--- src/hdl/wia_pkg.sv ---
// wia_pkg: shared constants, register codes, state encodings and control structs
// for the waveform interval averager. No dependencies.
package wia_pkg;

    localparam int SAMPLE_W    = 16;    // raw converter sample
    localparam int VALUE_W     = 48;    // Q32.16 result voltage
    localparam int GAIN_W      = 32;    // volts per count, 2^-32 V units
    localparam int OFFSET_W    = 32;    // Q16.16 vertical origin
    localparam int GAIN_FRAC_W = 16;    // product >> 16 gives Q32.16
    localparam int CFG_IDX_W   = 2;

    localparam logic [GAIN_W-1:0] GAIN_RESET = 32'h0001_0000;

    typedef enum logic [CFG_IDX_W-1:0] {
        REG_MODE   = 2'd0,
        REG_STEP   = 2'd1,
        REG_GAIN   = 2'd2,
        REG_OFFSET = 2'd3
    } cfg_reg_t;

    typedef enum logic [3:0] {
        SC_IDLE = 4'b0001,
        SC_MUL  = 4'b0010,
        SC_DIV  = 4'b0100,
        SC_FIN  = 4'b1000
    } scale_state_t;

    typedef enum logic [3:0] {
        ST_IDLE    = 4'b0001,
        ST_START   = 4'b0010,
        ST_RUN     = 4'b0100,
        ST_DELIVER = 4'b1000
    } ctrl_state_t;

    // which of the two possible results one sample raises
    typedef struct packed {
        logic valid0;
        logic valid1;
        logic last;
    } job_ctrl_t;

endpackage

--- src/hdl/wia_scale.sv ---
// wia_scale: bit-serial scaling unit, value = +-((|sum| * gain) >> 16) / count + offset.
// Shift-add multiply one gain bit per cycle, restoring divide one quotient bit per cycle.
// Depends on wia_pkg.
module wia_scale #(
    parameter int SUM_W = 36,
    parameter int CNT_W = 21
) (
    input  logic                          clk,
    input  logic                          rst_n,
    input  logic                          start,
    input  logic [SUM_W-1:0]              sum,
    input  logic [CNT_W-1:0]              count,
    input  logic [wia_pkg::GAIN_W-1:0]    gain,
    input  logic [wia_pkg::OFFSET_W-1:0]  offset,
    output logic                          done,
    output logic [wia_pkg::VALUE_W-1:0]   value
);
    import wia_pkg::*;

    localparam int PROD_W = SUM_W + GAIN_W;
    localparam int P_W    = PROD_W - GAIN_FRAC_W;
    localparam int STEP_W = $clog2(P_W + 1);

    scale_state_t         state_reg;
    logic [STEP_W-1:0]    step_reg;
    logic                 done_reg;
    logic                 neg_reg;
    logic [SUM_W-1:0]     mag_reg;
    logic [GAIN_W-1:0]    gain_reg;
    logic [PROD_W-1:0]    acc_reg;
    logic [P_W-1:0]       quo_reg;
    logic [CNT_W-1:0]     rem_reg;
    logic [CNT_W-1:0]     div_reg;
    logic [VALUE_W-1:0]   value_reg;

    logic [SUM_W:0]       add_sum;
    logic [PROD_W-1:0]    acc_next;
    logic [CNT_W:0]       trial;
    logic [CNT_W:0]       diff;
    logic                 fits;
    logic [VALUE_W-1:0]   quo_ext;
    logic [VALUE_W-1:0]   off_ext;
    logic [VALUE_W-1:0]   value_next;

    // one shift-add step: add magnitude into the top, shift right one
    assign add_sum  = {1'b0, acc_reg[PROD_W-1:GAIN_W]}
                    + (gain_reg[0] ? {1'b0, mag_reg} : '0);
    assign acc_next = {add_sum, acc_reg[GAIN_W-1:1]};

    // one restoring divide step, next dividend bit from quotient msb
    assign trial = {rem_reg, quo_reg[P_W-1]};
    assign fits  = trial >= {1'b0, div_reg};
    assign diff  = trial - {1'b0, div_reg};

    assign quo_ext    = VALUE_W'(quo_reg);
    assign off_ext    = {{(VALUE_W-OFFSET_W){offset[OFFSET_W-1]}}, offset};
    assign value_next = off_ext + (neg_reg ? (~quo_ext + 1'b1) : quo_ext);

    always_ff @(posedge clk or negedge rst_n)
    begin
        if (!rst_n)
        begin
            state_reg <= SC_IDLE;
            step_reg  <= '0;
            done_reg  <= 1'b0;
        end
        else
        begin
            done_reg <= 1'b0;
            unique case (state_reg)
                SC_IDLE:
                begin
                    if (start)
                    begin
                        step_reg  <= STEP_W'(GAIN_W - 1);
                        state_reg <= SC_MUL;
                    end
                end
                SC_MUL:
                begin
                    if (step_reg == '0)
                    begin
                        step_reg  <= STEP_W'(P_W - 1);
                        state_reg <= (div_reg > CNT_W'(1)) ? SC_DIV : SC_FIN;
                    end
                    else
                    begin
                        step_reg <= step_reg - 1'b1;
                    end
                end
                SC_DIV:
                begin
                    if (step_reg == '0)
                        state_reg <= SC_FIN;
                    else
                        step_reg <= step_reg - 1'b1;
                end
                SC_FIN:
                begin
                    done_reg  <= 1'b1;
                    state_reg <= SC_IDLE;
                end
                default:
                begin
                    state_reg <= SC_IDLE;
                end
            endcase
        end
    end

    always_ff @(posedge clk)
    begin
        unique case (state_reg)
            SC_IDLE:
            begin
                if (start)
                begin
                    neg_reg  <= sum[SUM_W-1];
                    mag_reg  <= sum[SUM_W-1] ? (~sum + 1'b1) : sum;
                    gain_reg <= gain;
                    acc_reg  <= '0;
                    div_reg  <= count;
                end
            end
            SC_MUL:
            begin
                acc_reg  <= acc_next;
                gain_reg <= gain_reg >> 1;
                rem_reg  <= '0;
                if (step_reg == '0)
                begin
                    // zero count reads as a zero quotient
                    if (div_reg == '0)
                        quo_reg <= '0;
                    else
                        quo_reg <= acc_next[PROD_W-1:GAIN_FRAC_W];
                end
            end
            SC_DIV:
            begin
                rem_reg <= fits ? diff[CNT_W-1:0] : trial[CNT_W-1:0];
                quo_reg <= {quo_reg[P_W-2:0], fits};
            end
            SC_FIN:
            begin
                value_reg <= value_next;
            end
            default:
            begin
                value_reg <= value_reg;
            end
        endcase
    end

    assign done  = done_reg;
    assign value = value_reg;

endmodule

--- src/hdl/wia_tracker.sv ---
// wia_tracker: sample counter, phase accumulator and open-bin state; decides which
// results one sample raises and what they carry. Depends on wia_pkg.
module wia_tracker #(
    parameter int INDEX_BITS     = 20,
    parameter int STEP_FRAC_BITS = 24
) (
    input  logic                                 clk,
    input  logic                                 rst_n,
    input  logic                                 accept,
    input  logic [wia_pkg::SAMPLE_W-1:0]         sample,
    input  logic                                 last,
    input  logic                                 mode,
    input  logic [STEP_FRAC_BITS:0]              step,
    output wia_pkg::job_ctrl_t                   job_ctrl,
    output logic [INDEX_BITS-1:0]                job0_bin,
    output logic [INDEX_BITS+wia_pkg::SAMPLE_W-1:0] job0_sum,
    output logic [INDEX_BITS:0]                  job0_count,
    output logic [INDEX_BITS-1:0]                job0_first,
    output logic [INDEX_BITS-1:0]                job0_end,
    output logic [INDEX_BITS-1:0]                job1_bin,
    output logic [INDEX_BITS+wia_pkg::SAMPLE_W-1:0] job1_sum,
    output logic [INDEX_BITS:0]                  job1_count,
    output logic [INDEX_BITS-1:0]                job1_first,
    output logic [INDEX_BITS-1:0]                job1_end
);
    import wia_pkg::*;

    localparam int IB    = INDEX_BITS;
    localparam int SF    = STEP_FRAC_BITS;
    localparam int PH_W  = IB + SF;
    localparam int SUM_W = IB + SAMPLE_W;
    localparam int CNT_W = IB + 1;

    logic [IB-1:0]    cnt_reg;
    logic [PH_W-1:0]  phase_reg;
    logic [IB-1:0]    cur_bin_reg;
    logic [IB-1:0]    start_reg;
    logic [SUM_W-1:0] sum_reg;
    logic [CNT_W-1:0] count_reg;

    logic [IB-1:0]    bin;
    logic [IB-1:0]    abin;
    logic             on_edge;
    logic             changed;
    logic [SUM_W-1:0] sx;
    logic [IB-1:0]    upd_bin;
    logic [IB-1:0]    upd_start;
    logic [SUM_W-1:0] upd_sum;
    logic [CNT_W-1:0] upd_count;

    assign bin     = phase_reg[PH_W-1:SF];
    assign on_edge = (phase_reg[SF-1:0] == '0);
    // final sample exactly on a boundary closes out the previous bin
    assign abin    = (last && on_edge && (bin != '0)) ? bin - 1'b1 : bin;
    assign changed = (abin != cur_bin_reg);
    assign sx      = {{(SUM_W-SAMPLE_W){sample[SAMPLE_W-1]}}, sample};

    assign upd_bin   = changed ? abin : cur_bin_reg;
    assign upd_start = changed ? cnt_reg : start_reg;
    assign upd_sum   = changed ? sx : sum_reg + sx;
    assign upd_count = changed ? CNT_W'(1) : count_reg + 1'b1;

    always_comb
    begin
        job_ctrl.last   = last;
        job_ctrl.valid1 = last && (!mode || !on_edge);
        if (!mode)
        begin
            // averaging: closed bin goes out
            job_ctrl.valid0 = changed;
            job0_bin        = cur_bin_reg;
            job0_sum        = sum_reg;
            job0_count      = count_reg;
            job0_first      = start_reg;
            job0_end        = cnt_reg - 1'b1;
            job1_bin        = upd_bin;
            job1_sum        = upd_sum;
            job1_count      = upd_count;
            job1_first      = upd_start;
            job1_end        = cnt_reg;
        end
        else
        begin
            // points: first sample of each bin, plus trailing extra point
            job_ctrl.valid0 = (cnt_reg == '0) || (bin != cur_bin_reg);
            job0_bin        = bin;
            job0_sum        = sx;
            job0_count      = CNT_W'(1);
            job0_first      = cnt_reg;
            job0_end        = cnt_reg;
            job1_bin        = bin + 1'b1;
            job1_sum        = sx;
            job1_count      = CNT_W'(1);
            job1_first      = cnt_reg;
            job1_end        = cnt_reg;
        end
    end

    always_ff @(posedge clk or negedge rst_n)
    begin
        if (!rst_n)
        begin
            cnt_reg     <= '0;
            phase_reg   <= '0;
            cur_bin_reg <= '0;
            start_reg   <= '0;
            sum_reg     <= '0;
            count_reg   <= '0;
        end
        else if (accept)
        begin
            if (last)
            begin
                cnt_reg     <= '0;
                phase_reg   <= '0;
                cur_bin_reg <= '0;
                start_reg   <= '0;
                sum_reg     <= '0;
                count_reg   <= '0;
            end
            else
            begin
                cnt_reg     <= cnt_reg + 1'b1;
                phase_reg   <= phase_reg + PH_W'(step);
                cur_bin_reg <= upd_bin;
                start_reg   <= upd_start;
                sum_reg     <= upd_sum;
                count_reg   <= upd_count;
            end
        end
    end

endmodule

--- src/hdl/waveform_interval_averager_unit.sv ---
// waveform_interval_averager_unit: top level of the boxcar average decimator.
// Holds config registers, result sequencer and output register; uses wia_pkg,
// wia_tracker and wia_scale.
//
// Usage:
//  - s_* channel: one signed sample per request; s_tlast marks the final sample
//    of the waveform and clears all bin state after it is processed.
//  - m_* channel: one result per request. m_tuser is set on the last result a
//    sample raises, m_tlast on the last result of the waveform.
//  - cfg_* channel: register writes, always ready; write only while idle.
//  - Each sample raises zero, one or two results. Each result is scaled by a
//    bit-serial unit: a shift-add multiply, then a restoring divide when the
//    bin holds more than one sample, then a handoff to the output register.
//    Points-mode results skip the divide; a sample that raises no result
//    leaves s_tready high.
//  - The multiply/divide unit is the throughput limit; one sample is in work
//    at a time, s_tready drops until all its results sit in the output register.
//  - The output register holds a result while m_tready is low; the sequencer
//    keeps working the next result and stalls only when it must hand it over.
//  - Reset: config returns to averaging mode, step of one, gain 65536, offset
//    0; bin state and output valid clear.
module waveform_interval_averager_unit #(
    parameter  int INDEX_BITS     = 20,
    parameter  int STEP_FRAC_BITS = 24,
    localparam int M_DATA_W = ((3 * INDEX_BITS + wia_pkg::VALUE_W + 7) / 8) * 8,
    localparam int CFG_W    = (STEP_FRAC_BITS + 1 > 32) ? STEP_FRAC_BITS + 1 : 32
) (
    input  logic                            clk,
    input  logic                            rst_n,
    // sample [15:0]
    input  logic                            s_tvalid,
    output logic                            s_tready,
    input  logic [wia_pkg::SAMPLE_W-1:0]    s_tdata,
    input  logic                            s_tlast,    // end_of_wave
    // bin_index, value, first_index, end_index (lowest bits first), zero padded
    output logic                            m_tvalid,
    input  logic                            m_tready,
    output logic [M_DATA_W-1:0]             m_tdata,
    output logic                            m_tuser,    // final_result
    output logic                            m_tlast,    // wave_done
    // register write
    input  logic                            cfg_valid,
    output logic                            cfg_ready,
    input  logic [wia_pkg::CFG_IDX_W-1:0]   cfg_index,
    input  logic [CFG_W-1:0]                cfg_data
);
    import wia_pkg::*;

    localparam int IB    = INDEX_BITS;
    localparam int SF    = STEP_FRAC_BITS;
    localparam int SUM_W = IB + SAMPLE_W;
    localparam int CNT_W = IB + 1;

    // configuration
    logic                 mode_reg;
    logic [SF:0]          step_reg;
    logic [GAIN_W-1:0]    gain_reg;
    logic [OFFSET_W-1:0]  offset_reg;

    always_ff @(posedge clk or negedge rst_n)
    begin
        if (!rst_n)
        begin
            mode_reg   <= 1'b0;
            step_reg   <= {1'b1, {SF{1'b0}}};
            gain_reg   <= GAIN_RESET;
            offset_reg <= '0;
        end
        else if (cfg_valid)
        begin
            unique case (cfg_index)
                REG_MODE:   mode_reg   <= cfg_data[0];
                REG_STEP:   step_reg   <= cfg_data[SF:0];
                REG_GAIN:   gain_reg   <= cfg_data[GAIN_W-1:0];
                REG_OFFSET: offset_reg <= cfg_data[OFFSET_W-1:0];
                default:    mode_reg   <= mode_reg;
            endcase
        end
    end

    assign cfg_ready = 1'b1;

    // bin tracking
    ctrl_state_t          state_reg;
    logic                 s_accept;
    job_ctrl_t            jc;
    logic [IB-1:0]        t0_bin,   t1_bin;
    logic [SUM_W-1:0]     t0_sum,   t1_sum;
    logic [CNT_W-1:0]     t0_count, t1_count;
    logic [IB-1:0]        t0_first, t1_first;
    logic [IB-1:0]        t0_end,   t1_end;

    assign s_tready = (state_reg == ST_IDLE);
    assign s_accept = s_tvalid && s_tready;

    wia_tracker #(
        .INDEX_BITS     (IB),
        .STEP_FRAC_BITS (SF)
    ) u_tracker (
        .clk        (clk),
        .rst_n      (rst_n),
        .accept     (s_accept),
        .sample     (s_tdata),
        .last       (s_tlast),
        .mode       (mode_reg),
        .step       (step_reg),
        .job_ctrl   (jc),
        .job0_bin   (t0_bin),
        .job0_sum   (t0_sum),
        .job0_count (t0_count),
        .job0_first (t0_first),
        .job0_end   (t0_end),
        .job1_bin   (t1_bin),
        .job1_sum   (t1_sum),
        .job1_count (t1_count),
        .job1_first (t1_first),
        .job1_end   (t1_end)
    );

    // pending results of the sample in work
    job_ctrl_t            job_reg;
    logic [IB-1:0]        j0_bin_reg,   j1_bin_reg;
    logic [SUM_W-1:0]     j0_sum_reg,   j1_sum_reg;
    logic [CNT_W-1:0]     j0_count_reg, j1_count_reg;
    logic [IB-1:0]        j0_first_reg, j1_first_reg;
    logic [IB-1:0]        j0_end_reg,   j1_end_reg;

    logic                 sel;        // 0: first result, 1: second
    logic                 sc_done;
    logic [VALUE_W-1:0]   sc_value;
    logic                 out_free;
    logic                 deliver;
    logic                 is_final;

    assign sel      = !job_reg.valid0;
    assign out_free = !m_tvalid || m_tready;
    assign deliver  = (state_reg == ST_DELIVER) && out_free;
    assign is_final = sel || !job_reg.valid1;

    wia_scale #(
        .SUM_W (SUM_W),
        .CNT_W (CNT_W)
    ) u_scale (
        .clk    (clk),
        .rst_n  (rst_n),
        .start  (state_reg == ST_START),
        .sum    (sel ? j1_sum_reg : j0_sum_reg),
        .count  (sel ? j1_count_reg : j0_count_reg),
        .gain   (gain_reg),
        .offset (offset_reg),
        .done   (sc_done),
        .value  (sc_value)
    );

    // sequencer
    always_ff @(posedge clk or negedge rst_n)
    begin
        if (!rst_n)
        begin
            state_reg <= ST_IDLE;
            job_reg   <= '0;
        end
        else
        begin
            unique case (state_reg)
                ST_IDLE:
                begin
                    if (s_accept)
                    begin
                        job_reg <= jc;
                        if (jc.valid0 || jc.valid1)
                            state_reg <= ST_START;
                    end
                end
                ST_START:
                begin
                    state_reg <= ST_RUN;
                end
                ST_RUN:
                begin
                    if (sc_done)
                        state_reg <= ST_DELIVER;
                end
                ST_DELIVER:
                begin
                    if (out_free)
                    begin
                        if (!sel)
                        begin
                            job_reg.valid0 <= 1'b0;
                            state_reg      <= job_reg.valid1 ? ST_START : ST_IDLE;
                        end
                        else
                        begin
                            job_reg.valid1 <= 1'b0;
                            state_reg      <= ST_IDLE;
                        end
                    end
                end
                default:
                begin
                    state_reg <= ST_IDLE;
                end
            endcase
        end
    end

    always_ff @(posedge clk)
    begin
        if (s_accept)
        begin
            j0_bin_reg   <= t0_bin;
            j0_sum_reg   <= t0_sum;
            j0_count_reg <= t0_count;
            j0_first_reg <= t0_first;
            j0_end_reg   <= t0_end;
            j1_bin_reg   <= t1_bin;
            j1_sum_reg   <= t1_sum;
            j1_count_reg <= t1_count;
            j1_first_reg <= t1_first;
            j1_end_reg   <= t1_end;
        end
    end

    // output register
    logic                 m_tvalid_reg;
    logic [M_DATA_W-1:0]  m_tdata_reg;
    logic                 m_tuser_reg;
    logic                 m_tlast_reg;

    always_ff @(posedge clk or negedge rst_n)
    begin
        if (!rst_n)
            m_tvalid_reg <= 1'b0;
        else if (deliver)
            m_tvalid_reg <= 1'b1;
        else if (m_tready)
            m_tvalid_reg <= 1'b0;
    end

    always_ff @(posedge clk)
    begin
        if (deliver)
        begin
            m_tdata_reg <= sel
                ? M_DATA_W'({j1_end_reg, j1_first_reg, sc_value, j1_bin_reg})
                : M_DATA_W'({j0_end_reg, j0_first_reg, sc_value, j0_bin_reg});
            m_tuser_reg <= is_final;
            m_tlast_reg <= is_final && job_reg.last;
        end
    end

    assign m_tvalid = m_tvalid_reg;
    assign m_tdata  = m_tdata_reg;
    assign m_tuser  = m_tuser_reg;
    assign m_tlast  = m_tlast_reg;

endmodule

--- config.mk ---
export PLATFORM = sky130hd
export DESIGN_NAME = waveform_interval_averager_unit
export DESIGN_NICKNAME = d
export VERILOG_FILES = /design/src/hdl/wia_pkg.sv /design/src/hdl/wia_scale.sv /design/src/hdl/wia_tracker.sv /design/src/hdl/waveform_interval_averager_unit.sv
export SDC_FILE = /design/constraint.sdc
export NUM_CORES = 2
export LEC_CHECK = 0
export ABC_AREA = 1
export BUFFER_PORTS_ARGS = -buffer_cell sky130_fd_sc_hd__buf_2
export CAP_MARGIN = 30
export CORE_MARGIN = 3
export CORE_UTILIZATION = 45
export CTS_CLUSTER_DIAMETER = 50
export DETAILED_ROUTE_END_ITERATION = 12
export PLACE_DENSITY = 0.63
export SETUP_SLACK_MARGIN = 0.4
export SYNTH_ARGS = -nofsm -noshare
export SYNTH_HDL_FRONTEND = slang
export SYNTH_SLANG_ARGS = --single-unit
export TNS_END_PERCENT = 30
--- constraint.sdc ---
create_clock -name clk -period 11.7 [get_ports clk]
set_clock_uncertainty 0.2 [all_clocks]
set_input_delay 1.17 -clock clk [delete_from_list [all_inputs] [get_ports clk]]
set_output_delay 1.17 -clock clk [all_outputs]
set_load 0.02 [all_outputs]
# After elaboration in Yosys (flattened, before gate mapping)
# Cells that the tools add are included.
dict set report word_totals {
  ff_bits 897
  output_inout_bits 117
  word_cells 176
}
dict set report op_classes {
  n_addsub 13
  order_cmp 2
  eq_ne 22
  mux 57
  n_bitwise 2
  n_reduce_logical 40
}
# op n
set ops {}
lappend ops {{$mux 20} 11}
lappend ops {{$mux 36} 6}
lappend ops {{$pmux 68 s2} 1}
lappend ops {{$mux 108} 1}
lappend ops {{$mux 52} 2}
lappend ops {{$pmux 52 s2} 1}
lappend ops {{$mux 21} 4}
lappend ops {{$mux 68} 1}
lappend ops {{$pmux 32 s2} 1}
lappend ops {{$add 48x1->48 const B} 1}
lappend ops {{$add 48x48->48} 1}
lappend ops {{$mux 48} 1}
lappend ops {{$not 48->48} 1}
lappend ops {{$add 44x25->44} 1}
lappend ops {{$mux 44} 1}
lappend ops {{$pmux 21 s2} 1}
lappend ops {{$add 20x1->20 const B} 2}
lappend ops {{$ne 20x20->1} 2}
lappend ops {{$sub 20x1->20 const B} 2}
lappend ops {{$add 36x37->37} 1}
lappend ops {{$add 36x1->36 const B} 1}
lappend ops {{$add 36x36->36} 1}
lappend ops {{$not 36->36} 1}
lappend ops {{$mux 35} 1}
lappend ops {{37 further kinds} 90}

# Logic depth before layout (Yosys ltp)
dict set report depth {
  word_depth 10
  mapped_depth 27
  depth_no_buf 27
}

# By module
# A second synthesis with hierarchy kept.
dict set report hier_totals {
  hier_cells 6151
  area_unflattened_um2 51483.1
}
# mod n_inst cells_per_inst area_per_inst_um2 seq_area_each_um2
set modules_own_cells {}
lappend modules_own_cells {wia_scale 1 2826 20652.3 8144.1}
lappend modules_own_cells {waveform_interval_averager_unit 1 879 15562.4 12786.0}
lappend modules_own_cells {wia_tracker 1 2446 15268.4 4028.9}

# Worst setup path before layout
# Ideal clock, no wire load.
dict set report synth_path {
  kind {flip-flop to flip-flop}
  startpoint {register state_reg[0]}
  endpoint {register j0_bin_reg[0], enable pin}
  setup_time_ps 689
  t_arrival_ps 8185
  required_ps 10811
  setup_slack_ps 2626
  stages_incl_launch_ff 7
  path_buffers 2
  period_less_slack_ps 9074
  cell_sequence {dfstp_2 > inv_1 > nor3_2 > nand2_1 > inv_1 > clkbuf_1 > buf_1}
}
dict set report synth_via {
  elab_chain_cells 2
}
# item line
set synth_rtl {}
lappend synth_rtl {{start, declared} waveform_interval_averager_unit.sv:84} ;# ctrl_state_t state_reg;
lappend synth_rtl {{start signal, assigned} waveform_interval_averager_unit.sv:191} ;# state_reg <= job_reg.valid1 ? ST_START : ST_IDLE;
lappend synth_rtl {{$eq 4x1->1} waveform_interval_averager_unit.sv:93} ;# assign s_tready = (state_reg == ST_IDLE);
lappend synth_rtl {{named net s_tready} waveform_interval_averager_unit.sv:32} ;# output logic s_tready,
lappend synth_rtl {{$logic_and 1x1->1} waveform_interval_averager_unit.sv:94} ;# assign s_accept = s_tvalid && s_tready;
lappend synth_rtl {{named net s_accept} waveform_interval_averager_unit.sv:85} ;# logic s_accept;
lappend synth_rtl {{end signal, assigned} waveform_interval_averager_unit.sv:212} ;# j0_bin_reg <= t0_bin;
lappend synth_rtl {{end, declared} waveform_interval_averager_unit.sv:122} ;# logic [IB-1:0] j0_bin_reg, j1_bin_reg;
# The timed path passes the listed nets, and every way through them passes these cells.
# A chain may end at the register's enable or synchronous reset.

# Final worst setup path
dict set report layout_path {
  startpoint {register u_tracker.phase_reg[24]}
  endpoint {register j1_sum_reg[27] (data pin)}
}
dict set report layout_via {
  elab_chain_cells 6
}
# item line
set layout_rtl {}
lappend layout_rtl {{start, declared} wia_tracker.sv:35} ;# logic [PH_W-1:0] phase_reg;
lappend layout_rtl {{start signal, assigned} wia_tracker.sv:124} ;# phase_reg <= phase_reg + PH_W'(step);
lappend layout_rtl {{branches (longest 2 deep; another with $sub 20x1->20)} --}
lappend layout_rtl {{$mux 20 *} wia_tracker.sv:54} ;# assign abin = (last && on_edge && (bin != '0)) ? bin - 1'b1 : bin;
lappend layout_rtl {{$ne 20x20->1 *} wia_tracker.sv:55} ;# assign changed = (abin != cur_bin_reg);
lappend layout_rtl {{$mux 36 *} wia_tracker.sv:60} ;# assign upd_sum = changed ? sx : sum_reg + sx;
lappend layout_rtl {{$mux 36 *} wia_tracker.sv:67} ;# if (!mode)
lappend layout_rtl {{named net t1_sum[27]} waveform_interval_averager_unit.sv:88} ;# logic [SUM_W-1:0] t0_sum, t1_sum;
lappend layout_rtl {{end signal, assigned} waveform_interval_averager_unit.sv:218} ;# j1_sum_reg <= t1_sum;
lappend layout_rtl {{end, declared} waveform_interval_averager_unit.sv:123} ;# logic [SUM_W-1:0] j0_sum_reg, j1_sum_reg;
# Mark *: on every way through the listed nets, which the timed path passes.

==> qor.csv <==
metric,value,unit
arrival,5.36,ns
grt-ovfl-total,0,
grt_max_degree,89,
die_w,332,um
startpoint_type,register,
syn_inst,5423,
drt-initial-drc-count,2767,
crit_path_frequent_cell,nand2_1,
clk_latency,0.69,ns
largest_reg_flops,108,
antenna_found_initial,1,
gp_congestion,0.921,
worst-path-max-fanout,47,
fin_tns_setup,0,ns
ir_worst_vdd,197,uV
required,12.03,ns
postPlaceCellArea,50100,sq um
pwr-share-clk,25.0,%
hold_violations,0,
cap_violations,0,
root_buffer,clkbuf_16,
drc,0,
rows,119,
period_share,43.0,%
crit_type,register to register,
ys_seq_area_share,52.1,%
final_cell_mix,"1336 x nand2_1, 625 x inv_1, 606 x edfxtp_1, 487 x nor2_1, 421 x o21ai_0",
fp.dieH,332,um
run_status,completed,
max_freq,0.199,GHz
antenna_left,0,
track_usage,22.3,%
fin_crit,5.03,ns
p_int,0.00782,W
rsz0062_at_grt,false,
rrSetupSlack,6.67,ns
maxSlewHeadroom,34.1,%
combPwrFrac,39.4,%
synthTopCellsByArea,"edfxtp_1 38%, dfrtp_1 14%, nand2_1 10%",
yosysTopAreaCell,edfxtp_1,
ys_warn_count,0,
critPathCaptureType,register,
dp_hpwl,90600,um
synth_top_area_share,38.0,%
crit_chain,"inv_1, ha_1, nand2_1, nor2_2, nand3_4, nand2_1, nor2_2, nand3_1, nand2_1, nand2_1, nand2_1, inv_1, nand2_1, nor2_2, nand2_4, buf_4, nand2_2, o21ai_0, nand2_1, nand2_1",
drt_wl_total,125000,um
place_ws,6.26,ns
hold_buffers,0,
area_growth,12.3,%
critPathMaxStageDelay,0.64,ns
layout-drive-gt1-share,8.65,%
core,105000,sq um
numCtsBuffers,106,
p_leak,23.5,nW
grt_pass1_wl,199000,um
viasPerCell,5.28,
synthFlopType,edfxtp_1,
io_pins,173,
dieArea,110000,sq um
cts_setup_buffers,0,
vias,37200,
p_sw_share,40.3,%
slew_violations,0,
setup_viol,0,
grt_pass1_vias,36000,
fin_area,53800,sq um
ys_types,65,
cts_resized,0,
min_path_type,register to register,
p_per_area,243,nW/um^2
nNetsFinal,5792,
layout_commonest_cell,nand2_1,
synth-edff-count,606,
wl_per_cell,17.8,um
power.switching,0.00527,W
start_util,45.4,%
clk_pin_slew,0.06,ns
place_inst,6837,
io_buffer_count,167,
worst_pin_slew,0.987,ns
avgSynthCellArea,8.83,sq um
seqPwrFrac,35.6,%
htreeDepth,3,
final_cells,7042,
syn_area,47900,sq um
clockBufferDepth,3,
async_flop_share,30.8,%
critPathSlowestCell,dfrtp_1,
first_pass_iters,5,
cts_tree,built,
final.setup.worst_slack,6.67,ns
cts.sinks,876,
ys_ff_latch,876,
[worst paths after layout]
kind | startpoint | end | cells past startpoint
setup / recovery | u_tracker.phase_reg[24] | j1_sum_reg[27] | 20
hold / removal | u_scale.value[13] | m_tdata[33] | 0
setup reg to reg | u_tracker.phase_reg[24] | j1_sum_reg[27] | 20
hold reg to reg | u_scale.value[13] | m_tdata[33] | 0
max in group asynchronous | rst_n | mode_reg | 2
min in group asynchronous | rst_n | u_tracker.sum_reg[30] | 1
[stage by stage]
step	total power [W]	util, %	hold slack (ns)
finish	0.0131	51.0	0.198
global route	0.0140	51.0	0.213
CTS	0.0131	50.9	0.210
detailed placement	0.00981	47.6	0.205
global placement	0.00975	47.4	0.203
floorplan	0.00854	-	0.200
[cell families (layout without fill, tap and decap cells)]
family                   Yosys count  in the layout  share of synthesized area (%)
flip-flops                       876            876                           52.1
AO/OA/AOI/OAI                   1031           1031                           12.0
adder cells (fa/ha/maj)          179            179                           4.76
buffers and inverters            828           1052                           6.75
XOR/XNOR                         297            297                           5.43
AND/OR/NAND/NOR                 2202           2202                           18.8
multiplexers                       8              8                          0.167
other                              2              6                         0.0157
[metal layers]
| layer | global-route usage, % | up-vias | part of all wire [%] |
|---|---|---|---|
| met4 | 6.60 | 0 | 2.8 |
| met1 | 31.5 | 17700 | 47 |
| met3 | 3.24 | 181 | 4.9 |
| met2 | 35.7 | 898 | 45 |
| met5 | 0 | - | 0 |
| li1 | - | 18400 | - |
[power by group through the flow]
stage | Combinational [W] | Sequential (W) | Clock, W
final | 0.00516 | 0.00465 | 0.00328
after global routing | 0.00580 | 0.00471 | 0.00347
after CTS | 0.00513 | 0.00465 | 0.00334
after detailed placement | 0.00510 | 0.00471 | 0
after global placement | 0.00505 | 0.00470 | 0
after floorplan | 0.00387 | 0.00468 | 0
[critical path, delay by kind of cell (launching register included)]
| family | cells | cell delay (ns) |
|---|---|---|
| buffers and inverters | 3 | 0.88 |
| and+or+nand+nor | 15 | 2.53 |
| AOI/OAI and AO/OA | 1 | 0.26 |
| DFF | 1 | 0.64 |
| adders and majority gates | 1 | 0.32 |
[cell type report]
type | instances | area, sq um
Clock buffer | 128 | 2850
Sequential cell | 876 | 25000
Clock inverter | 73 | 703
Timing Repair Buffer | 211 | 1330
Fill cell | 9891 | 51600
Tap cell | 1391 | 1740
Antenna cell | 1 | 2.50
Inverter | 640 | 2410
Multi-Input combinational cell | 3722 | 19800
[cell usage after synthesis, types with 5 or more instances]
| cell type | instances |
|---|---|
| clkinv_1 | 7 |
| inv_2 | 5 |
| nor2_1 | 491 |
| inv_1 | 628 |
| xnor2_1 | 90 |
| a21o_1 | 15 |
| dfrtp_1 | 266 |
| nor4_1 | 24 |
| mux2i_1 | 8 |
| nor3_1 | 82 |
| nand2_1 | 1339 |
| nand3b_1 | 5 |
| a31oi_1 | 37 |
| o31ai_1 | 15 |
| nor2_2 | 11 |
| or2_2 | 28 |
| o21ai_2 | 17 |
| fa_1 | 5 |
| xor2_1 | 207 |
| nand4_1 | 60 |
| o21ai_1 | 78 |
| o22ai_1 | 103 |
| a21boi_0 | 9 |
| o211ai_1 | 9 |
| edfxtp_1 | 606 |
| o21ai_0 | 421 |
| buf_6 | 8 |
| a21oi_1 | 258 |
| ha_1 | 174 |
| clkbuf_1 | 135 |
| buf_4 | 8 |
| buf_2 | 23 |
| o21bai_1 | 21 |
| buf_1 | 13 |
| nand3_1 | 140 |
| o21a_1 | 19 |
No activity file was read; power rests on OpenSTA's default activity.
